==> config.mk <==
export PLATFORM = sky130hd
export DESIGN_NAME = overlay_paging_controller
export DESIGN_NICKNAME = d
export VERILOG_FILES = /design/src/design/ovpc_pkg.sv /design/src/design/overlay_paging_controller.sv
export SDC_FILE = /design/constraint.sdc
export NUM_CORES = 1
export LEC_CHECK = 0
export BUFFER_PORTS_ARGS = -buffer_cell sky130_fd_sc_hd__clkbuf_2
export CAP_MARGIN = 20
export CORE_UTILIZATION = 45
export DETAILED_ROUTE_END_ITERATION = 6
export PLACE_DENSITY = 0.86
export SYNTH_ARGS = -nofsm -noshare
export SYNTH_HDL_FRONTEND = slang
export SYNTH_SLANG_ARGS = --single-unit
==> constraint.sdc <==
create_clock -name clk -period 3 [get_ports clk]
set_input_delay 0.15 -clock clk [delete_from_list [all_inputs] [get_ports clk]]
set_output_delay 0.15 -clock clk [all_outputs]
set_load 0.03 [all_outputs]
==> src/design/ovpc_pkg.sv <==
`default_nettype none

package ovpc_pkg;

    typedef enum logic [2:0] {
        FUNC_CTRL_WRITE = 3'd0,
        FUNC_AUTOMAP    = 3'd1,
        FUNC_SOFT_RESET = 3'd2,
        FUNC_HARD_RESET = 3'd3,
        FUNC_ACCESS     = 3'd4
    } func_t;

    typedef enum logic [1:0] {
        TGT_MACHINE = 2'd0,
        TGT_EPROM   = 2'd1,
        TGT_RAM     = 2'd2
    } target_t;

    localparam logic CFG_IDX_ENABLED = 1'b0;
    localparam logic CFG_IDX_WP      = 1'b1;

    localparam int CTRL_CONMEM_BIT = 7;
    localparam int CTRL_MAPRAM_BIT = 6;
    localparam logic [7:0] CTRL_MAPRAM_MASK = 8'h40;
    localparam int MAPRAM_BANK = 3;

    typedef struct packed {
        logic [7:0]  control_value;
        logic        write_allowed;
        logic [12:0] page_offset;
        logic [1:0]  ram_bank;
        logic [1:0]  target;
        logic        paged_in;
    } result_t;

endpackage

`default_nettype wire

==> src/design/overlay_paging_controller.sv <==
`default_nettype none

// Overlay paging controller for a 16K low-memory interface.
// Requests enter on s_axis: tuser carries the function code (control write,
// automap update, soft reset, hard reset, memory access), tdata the operands.
// Each request gives exactly one result on m_axis: paged-in flag, decoded
// target (machine memory, EPROM, RAM bank), page offset, write permission
// and the control byte after the request.
// The state update and the decode are done in the cycle the request is
// taken, and the result lands in the output register.
// Throughput is one request per clock while m_axis_tready is high.
// When the receiver stalls, the output register holds its result and
// s_axis_tready drops until that result is taken; if the result leaves in
// the same cycle, a new request is taken at once.
// Configuration (interface enable, EPROM write protect) is written through
// cfg_we/cfg_addr/cfg_wdata, with no read-back.
// Reset clears control byte, automap and paged-in flags, enables the
// interface, clears write protect and empties the output register.
module overlay_paging_controller
    import ovpc_pkg::*;
#(
    parameter int RAM_BANKS = 4
)
(
    input  wire logic        clk,
    input  wire logic        rst_n,
    input  wire logic        cfg_we,
    input  wire logic        cfg_addr,
    input  wire logic        cfg_wdata,
    input  wire logic        s_axis_tvalid,
    output logic             s_axis_tready,
    // [7:0] write_data, [8] automap_level, [24:9] cpu_address, [25] is_write
    input  wire logic [31:0] s_axis_tdata,
    // [2:0] func
    input  wire logic [2:0]  s_axis_tuser,
    output logic             m_axis_tvalid,
    input  wire logic        m_axis_tready,
    // [0] paged_in, [2:1] target, [4:3] ram_bank, [17:5] page_offset,
    // [18] write_allowed, [26:19] control_value
    output logic [31:0]      m_axis_tdata
);

    localparam int BANK_W = (RAM_BANKS > 4) ? $clog2(RAM_BANKS) : 2;
    localparam logic [BANK_W-1:0] BANK_MASK = BANK_W'(RAM_BANKS - 1);
    localparam logic [BANK_W-1:0] MAPRAM_BANK_W = BANK_W'(MAPRAM_BANK);

    logic        enabled_reg;
    logic        wp_reg;
    logic [7:0]  control_reg;
    logic [7:0]  control_next;
    logic        automap_reg;
    logic        automap_next;
    logic        active_reg;
    logic        active_next;
    logic        out_valid_reg;
    result_t     result_reg;
    result_t     result_next;

    logic        accept;
    func_t       func;
    logic [7:0]  write_data;
    logic        automap_level;
    logic [15:0] cpu_address;
    logic [BANK_W-1:0] upper_bank;
    logic        lower;

    function automatic logic paging(input logic [7:0] ctrl, input logic am, input logic wp);
        logic r;
        if (ctrl[CTRL_CONMEM_BIT])
            r = 1'b1;
        else if (wp || ctrl[CTRL_MAPRAM_BIT])
            r = am;
        else
            r = 1'b0;
        return r;
    endfunction

    assign func          = func_t'(s_axis_tuser);
    assign write_data    = s_axis_tdata[7:0];
    assign automap_level = s_axis_tdata[8];
    assign cpu_address   = s_axis_tdata[24:9];

    assign s_axis_tready = !out_valid_reg || m_axis_tready;
    assign accept        = s_axis_tvalid && s_axis_tready;

    assign upper_bank = control_reg[BANK_W-1:0] & BANK_MASK;
    assign lower      = !cpu_address[13];

    always_comb
    begin
        control_next = control_reg;
        automap_next = automap_reg;
        active_next  = active_reg;
        result_next  = '0;
        case (func)
            FUNC_CTRL_WRITE:
            begin
                control_next = write_data | (control_reg & CTRL_MAPRAM_MASK);
                active_next  = paging(control_next, automap_reg, wp_reg);
            end
            FUNC_AUTOMAP:
            begin
                automap_next = automap_level;
                active_next  = paging(control_reg, automap_level, wp_reg);
            end
            FUNC_SOFT_RESET, FUNC_HARD_RESET:
            begin
                active_next = 1'b0;
                if (enabled_reg)
                begin
                    control_next = (func == FUNC_HARD_RESET) ? 8'h00
                                   : (control_reg & CTRL_MAPRAM_MASK);
                    automap_next = 1'b0;
                    active_next  = paging(control_next, 1'b0, wp_reg);
                end
            end
            FUNC_ACCESS:
            begin
                result_next.page_offset = cpu_address[12:0];
                if (active_reg && cpu_address[15:14] == 2'b00)
                begin
                    if (control_reg[CTRL_CONMEM_BIT])
                    begin
                        if (lower)
                        begin
                            result_next.target        = TGT_EPROM;
                            result_next.write_allowed = !wp_reg;
                        end
                        else
                        begin
                            result_next.target        = TGT_RAM;
                            result_next.ram_bank      = upper_bank[1:0];
                            result_next.write_allowed = 1'b1;
                        end
                    end
                    else if (control_reg[CTRL_MAPRAM_BIT])
                    begin
                        result_next.target = TGT_RAM;
                        if (lower)
                        begin
                            result_next.ram_bank      = 2'(MAPRAM_BANK);
                            result_next.write_allowed = 1'b0;
                        end
                        else
                        begin
                            result_next.ram_bank      = upper_bank[1:0];
                            result_next.write_allowed = (upper_bank != MAPRAM_BANK_W);
                        end
                    end
                    else
                    begin
                        if (lower)
                        begin
                            result_next.target = TGT_EPROM;
                        end
                        else
                        begin
                            result_next.target        = TGT_RAM;
                            result_next.ram_bank      = upper_bank[1:0];
                            result_next.write_allowed = 1'b1;
                        end
                    end
                end
            end
            default:
            begin
            end
        endcase
        result_next.paged_in      = active_next;
        result_next.control_value = control_next;
    end

    always_ff @(posedge clk or negedge rst_n)
    begin
        if (!rst_n)
        begin
            enabled_reg <= 1'b1;
            wp_reg      <= 1'b0;
        end
        else if (cfg_we)
        begin
            case (cfg_addr)
                CFG_IDX_ENABLED: enabled_reg <= cfg_wdata;
                CFG_IDX_WP:      wp_reg      <= cfg_wdata;
                default:
                begin
                end
            endcase
        end
    end

    always_ff @(posedge clk or negedge rst_n)
    begin
        if (!rst_n)
        begin
            control_reg   <= 8'h00;
            automap_reg   <= 1'b0;
            active_reg    <= 1'b0;
            out_valid_reg <= 1'b0;
        end
        else
        begin
            if (accept)
            begin
                control_reg   <= control_next;
                automap_reg   <= automap_next;
                active_reg    <= active_next;
                out_valid_reg <= 1'b1;
            end
            else if (m_axis_tready)
            begin
                out_valid_reg <= 1'b0;
            end
        end
    end

    always_ff @(posedge clk)
    begin
        if (accept)
            result_reg <= result_next;
    end

    assign m_axis_tvalid = out_valid_reg;
    assign m_axis_tdata  = {5'b0, result_reg};

endmodule

`default_nettype wire

==> results of run 1 <==
[kinds of logic (layout without fill, tap and decap cells)]
logic type,Yosys count,after routing,share of synthesized area
buf+inv,10,76,0.0342
other cells,1,5,0.00218
compound gates,29,29,0.139
mux,3,3,0.0196
simple gates,43,43,0.144
flops,40,40,0.661
[final timing paths]
path	startpoint	end	slack [ns]	cells past startpoint
max	m_axis_tvalid$_DFFE_PN0P_	m_axis_tdata[15]$_SDFFCE_PN0P_	1.14	4
min	cfg_wdata	wp_reg$_DFFE_PN0P_	0.09	2
max reg2reg	m_axis_tvalid$_DFFE_PN0P_	m_axis_tdata[15]$_SDFFCE_PN0P_	1.14	4
min reg2reg	control_reg[3]$_DFFE_PN0P_	control_reg[3]$_DFFE_PN0P_	0.50	1
max in group asynchronous	rst_n	enabled_reg$_DFFE_PN1P_	2.42	2
min in group asynchronous	rst_n	control_reg[4]$_DFFE_PN0P_	0.28	2
[layout make-up]
| cell class | instances | share of cell area |
|---|---|---|
| flip-flops and latches | 40 | 0.525 |
| repair buffers | 66 | 0.157 |
| well taps | 48 | 0.0277 |
| clock inverters | 3 | 0.00635 |
| inverters | 2 | 0.00346 |
| clock buffers | 5 | 0.0318 |
| multi-input cells | 80 | 0.249 |
[critical path: stages (launching register included)]
cell	delay, ns
sky130_fd_sc_hd__dfrtp_1	0.39
sky130_fd_sc_hd__nand2b_1	0.24
sky130_fd_sc_hd__nand2_1	0.11
sky130_fd_sc_hd__inv_1	0.43
sky130_fd_sc_hd__buf_4	0.36
[metal layers]
metal	GRT usage	routed length, um	up-vias
li1	-	-	604
met1	0.201	1420	566
met2	0.270	1430	54
met3	0.0607	194	7
met4	0.102	80	0
met5	0	0	-
[placed cells by master (no fill, tap or decap), types with 2 or more instances in the layout]
cell	n
sky130_fd_sc_hd__mux2_1	2
sky130_fd_sc_hd__a32o_1	7
sky130_fd_sc_hd__dfrtp_1	12
sky130_fd_sc_hd__clkinv_2	2
sky130_fd_sc_hd__nand3_1	2
sky130_fd_sc_hd__a21oi_1	3
sky130_fd_sc_hd__nand2_1	6
sky130_fd_sc_hd__o21ai_1	2
sky130_fd_sc_hd__inv_1	2
sky130_fd_sc_hd__edfxtp_1	27
sky130_fd_sc_hd__clkbuf_8	5
sky130_fd_sc_hd__clkbuf_2	63
sky130_fd_sc_hd__nand2b_1	3
sky130_fd_sc_hd__nor2b_1	5
sky130_fd_sc_hd__and2_1	15
sky130_fd_sc_hd__buf_4	2
sky130_fd_sc_hd__nor3_1	2
sky130_fd_sc_hd__a31oi_1	2
sky130_fd_sc_hd__conb_1	5
sky130_fd_sc_hd__a22o_1	7
sky130_fd_sc_hd__nor2_1	5
[power by group through the flow]
stage,Clock [mW],Combinational (mW),Sequential [mW]
2_1_floorplan,0,0.107,0.744
3_3_place_gp,0,0.218,0.699
3_5_place_dp,0,0.223,0.700
4_1_cts,0.347,0.225,0.689
5_1_grt,0.370,0.241,0.696
6_report,0.332,0.222,0.689
==> reports/results.md, run 1 <==
• number of enable-type register cells in the synthesized netlist: 27
• Least-Margin Pin Slew: 0.688 ns
• total area of multi-input combinational cells: 539 um2
• PwrDens: 574 nW/um2
• Yosys Warn Count: 0
• iteration count of the initial detailed-routing pass: 4
• worst hold slack after final layout: 0.0872 ns
• Leak Pwr: 0.948 nW
• Post-Syn Area: 1720 um2
• Synth area leader: sky130_fd_sc_hd__edfxtp_1
• die width: 63.8 um
• antenna violations before repair: 0
• clock slew at the register clock pins of the worst setup and hold paths: 0.07 ns
• global-route wire length before repair: 5050 um
• clock latency of the later-clocked register in the worst-skew pair: 0.29 ns
• run status: finished, final reports clean
• Fmax achieved: 539 MHz
• Std-Cell Rows: 22
• Flop pwr share: 0.554
• maximum vdd ir drop: 0.260 mV
• maximum number of buffers from clock root to sink: 2
• final critical-path setup slack: 1.14 ns
• H-Tree Depth: 2
• signed area change from the synthesized netlist to the final layout: 26.0%
• final routed DRC violation total: 0
• die height: 63.8 um
• Sw Share: 0.277
• vias in the first global route: 1125
• top cells by count, synth: sky130_fd_sc_hd__edfxtp_1, sky130_fd_sc_hd__and2_1, sky130_fd_sc_hd__dfrtp_1, sky130_fd_sc_hd__a22o_1, sky130_fd_sc_hd__a32o_1
• kind of capture point of the worst setup path: flip-flop
• distinct cell type count of the synthesized netlist: 35
• buffer count from post-CTS setup fixing: 0
• Final ANT Viol Nets: 0
• Avg Cell Area, Syn: 13.7 um2
• data required time at the worst endpoint: 2.98 ns
• fin nets: 237
• vias: 1231
• type of the worst min-delay path: primary input to flip-flop
• residual overflow from global routing: 0
• effective utilization at floorplan: 0.470
• fraction of final layout cells with drive strength greater than 1: 0.393
• CTS root buf: sky130_fd_sc_hd__clkbuf_8
• placeable core area: 3660 um2
• number of diodes: 0
• launching element type of the critical path: flip-flop
• count of pins over their slew limit: 0
• finished layout cell area: 2170 um2
• Worst Path Class, Setup: flip-flop to flip-flop
• count of hold-fix buffers inserted at cts: 1
• half-perimeter wire length after detailed placement: 2240 um
• global placer's final weighted congestion: 0.877
• max FFs per register: 27
• Via density: 5.05
• Placed Instance Area: 2070 um2
• relative max-transition margin: 0.539
• count of mapped cells out of synthesis: 126
• Cells after DPL: 235
• library cell with the highest instance count after synthesis: sky130_fd_sc_hd__edfxtp_1
• clock buffers created by TritonCTS: 5
• per-cell routed wire length: 12.8 um
• setup slack at placement: 1.17 ns
• cell types occupying the most area after synthesis: sky130_fd_sc_hd__edfxtp_1, sky130_fd_sc_hd__dfrtp_1, sky130_fd_sc_hd__and2_1
• largest clock skew in the final design: 0.00419 ns
• maxcap violations: 0
• portion of the clock cycle consumed by the worst path in the final layout: 0.619
• share of async-settable or async-resettable flops after synthesis: 0.325
• Sequential Area: 1140 um2
• number of primary I/O pins: 76
• sinks on the clock net: 40
• power spent charging and discharging nets: 344 uW
• final-layout setup total negative slack: 0 ns
• pin count of the biggest net entering global routing: 20
• final core utilization: 0.592
• Die Footprint: 4070 um2
• number of hold-slack violations in the final timing report: 0
• CP Data Arrival Time: 1.84 ns
• layout filler cell count: 302
• Final setup viols: 0
• minimum period implied by the final worst setup slack: 1.86 ns
• proportion of power drawn by the clock network: 0.267
• number of buffers inserted by port buffering: 63
• CTS tree: yes
• combinational group share of total power: 0.179
• top cell type's share of synthesized area: 0.471
• aggregate global-route resource usage: 0.172
• Power Internal: 900 uW
• register bit total from synthesis: 40
• Resize count post-CTS: 0
• initial DRC count: 84
• unrepaired setup endpoints after global routing: no
• dominant synthesized flop cell: sky130_fd_sc_hd__edfxtp_1
• sequential cell area fraction in the yosys report: 0.661
• Max Fanout on Critical Path: 19
• final routed wirelength across all metal layers: 3120 um
• non-filler instance count after layout: 244
• sum of internal, switching and leakage power: 1.24 mW
No activity file was read; power rests on OpenSTA's default activity.
==> run 2, diff against run 1 <==
CORE_UTILIZATION = 42   (was 45)
PLACE_DENSITY = 0.84   (was 0.86)
clock period = 1.6 ns   (was 3 ns; I/O delays follow)
==> reports/results.md, run 2 (synthesized netlist as in run 1, its figures left out) <==
• residual overflow from global routing: 0, unchanged
• run status: finished, final reports clean, unchanged
• iteration count of the initial detailed-routing pass: 4, unchanged
• minimum period implied by the final worst setup slack: 1.45 ns, was 1.86 ns
• kind of capture point of the worst setup path: flip-flop, unchanged
• half-perimeter wire length after detailed placement: 2380 um, was 2240 um
• CTS root buf: sky130_fd_sc_hd__clkbuf_8, unchanged
• fin nets: 239, was 237
• Cells after DPL: 237, was 235
• Final ANT Viol Nets: 0, unchanged
• aggregate global-route resource usage: 0.165, was 0.172
• launching element type of the critical path: flip-flop, unchanged
• die height: 66 um, was 63.8 um
• antenna violations before repair: 0, unchanged
• Final setup viols: 0, unchanged
• Std-Cell Rows: 22, unchanged
• portion of the clock cycle consumed by the worst path in the final layout: 0.904, was 0.619
• Leak Pwr: 0.966 nW, was 0.948 nW
• vias: 1263, was 1231
• global placer's final weighted congestion: 0.814, was 0.877
• final routed DRC violation total: 0, unchanged
• die width: 66 um, was 63.8 um
• PwrDens: 1120 nW/um2, was 574 nW/um2
• Die Footprint: 4360 um2, was 4070 um2
• Fmax achieved: 692 MHz, was 539 MHz
• unrepaired setup endpoints after global routing: no, unchanged
• Worst Path Class, Setup: flip-flop to flip-flop, unchanged
• clock slew at the register clock pins of the worst setup and hold paths: 0.07 ns, about the same
• CP Data Arrival Time: 1.47 ns, was 1.84 ns
• sinks on the clock net: 40, unchanged
• signed area change from the synthesized netlist to the final layout: 29.7%, was 26.0%
• global-route wire length before repair: 5320 um, was 5050 um
• data required time at the worst endpoint: 1.62 ns, was 2.98 ns
• type of the worst min-delay path: primary input to flip-flop, unchanged
• per-cell routed wire length: 13.1 um, was 12.8 um
• most common cell after layout, fill and taps aside: sky130_fd_sc_hd__clkbuf_2, unchanged
• non-filler instance count after layout: 246, was 244
• maximum number of buffers from clock root to sink: 2, unchanged
• worst hold slack after final layout: 0.0210 ns, was 0.0872 ns
• H-Tree Depth: 2, unchanged
• initial DRC count: 105, was 84
• top library cells by usage in the layout, fill and taps aside: sky130_fd_sc_hd__clkbuf_2, sky130_fd_sc_hd__edfxtp_1, sky130_fd_sc_hd__and2_1, unchanged
• Resize count post-CTS: 0, unchanged
• fraction of final layout cells with drive strength greater than 1: 0.409, was 0.393
• maxcap violations: 0, unchanged
• max FFs per register: 27, unchanged
• final routed wirelength across all metal layers: 3230 um, was 3120 um
• pin count of the biggest net entering global routing: 32, was 20
• clock latency of the later-clocked register in the worst-skew pair: 0.28 ns, was 0.29 ns
• largest clock skew in the final design: 0.00435 ns, was 0.00419 ns
• number of primary I/O pins: 76, unchanged
• setup slack at placement: 0.161 ns, was 1.17 ns
• Via density: 5.13, was 5.05
• number of buffers inserted by port buffering: 63, unchanged
• Max Fanout on Critical Path: 4, was 19
• number of hold-slack violations in the final timing report: 0, unchanged
• clock buffers created by TritonCTS: 5, unchanged
• final-layout setup total negative slack: 0 ns, unchanged
• maximum vdd ir drop: 0.740 mV, was 0.260 mV
• effective utilization at floorplan: 0.453, was 0.470
• final critical-path setup slack: 0.154 ns, was 1.14 ns
• number of diodes: 0, unchanged
• vias in the first global route: 1156, was 1125
• count of pins over their slew limit: 0, unchanged
• placeable core area: 3800 um2, was 3660 um2
• CTS tree: yes, unchanged
-- run 2: cell types whose count changed in the layout (fill, tap and decap cells not counted) --
| cell | previous run | this run |
|---|---|---|
| sky130_fd_sc_hd__buf_12 | 0 | 1 |
| sky130_fd_sc_hd__buf_4 | 2 | 3 |
| sky130_fd_sc_hd__bufinv_16 | 0 | 1 |
| sky130_fd_sc_hd__clkinv_1 | 1 | 2 |
| sky130_fd_sc_hd__clkinv_2 | 2 | 0 |
| sky130_fd_sc_hd__clkinvlp_4 | 0 | 1 |
| sky130_fd_sc_hd__dfrtp_1 | 12 | 11 |
| sky130_fd_sc_hd__dfrtp_2 | 0 | 1 |
| sky130_fd_sc_hd__inv_1 | 2 | 1 |
| sky130_fd_sc_hd__nand2_1 | 6 | 5 |
| sky130_fd_sc_hd__nand2_4 | 0 | 1 |
-- run 2: per-layer routing --
layer	GRT usage	up-vias	part of all wire
met5	0	-	0
met4	0.0559	0	0.013
met2	0.261	59	0.46
li1	-	614	-
met1	0.204	584	0.43
met3	0.0638	6	0.096
-- run 2: path summary, 6_finish.rpt --
kind / startpoint / cells past startpoint / endpoint / slack, ns
min in group asynchronous: rst_n / 2 / control_reg[4]$_DFFE_PN0P_ / 0.22
max in group asynchronous: rst_n / 2 / enabled_reg$_DFFE_PN1P_ / 1.09
max reg2reg: wp_reg$_DFFE_PN0P_ / 3 / m_axis_tdata[0]$_DFFE_PP_ / 0.15
max: wp_reg$_DFFE_PN0P_ / 3 / m_axis_tdata[0]$_DFFE_PP_ / 0.15
min: cfg_wdata / 2 / wp_reg$_DFFE_PN0P_ / 0.02
min reg2reg: control_reg[3]$_DFFE_PN0P_ / 1 / control_reg[3]$_DFFE_PN0P_ / 0.49
-- run 2: area by class of cell --
type / count / area [um2]
clock buffers: 5 / 68.8
multi-input cells: 80 / 547
well taps: 48 / 60.1
clock inverters: 3 / 37.5
repair buffers: 68 / 368
inverters: 2 / 11.3
fillers: 324 / 1570
flip-flops and latches: 40 / 1140
-- run 2: worst max-delay path, cell delays in order, from the launching register on --
cell                      delay (ns)
sky130_fd_sc_hd__dfrtp_1        0.42
sky130_fd_sc_hd__or3_1          0.39
sky130_fd_sc_hd__a32oi_1        0.24
sky130_fd_sc_hd__a31oi_1        0.13
-- run 2: report_power, final --
part,switching [mW],leakage (nW),internal [mW]
combinational,0.269,0.488,0.179
clock,0.322,0.0532,0.454
sequential,0.0567,0.424,1.23
-- run 2: what timing repair did --
action / CTS / global route
hold buffers: 1 / 0
endpoints found under the hold margin: 13 / 0
setup buffers: 0 / 0
-- run 2: metrics by stage --
| step | power (mW) | utilization | instance area [um2] |
|---|---|---|---|
| finish | 2.51 | 0.587 | 2230 |
| global route | 2.65 | 0.587 | 2230 |
| CTS | 2.54 | 0.587 | 2230 |
| detailed placement | 1.76 | 0.557 | 2110 |
| global placement | 1.74 | 0.557 | 2110 |
| floorplan | 1.60 | - | 1750 |
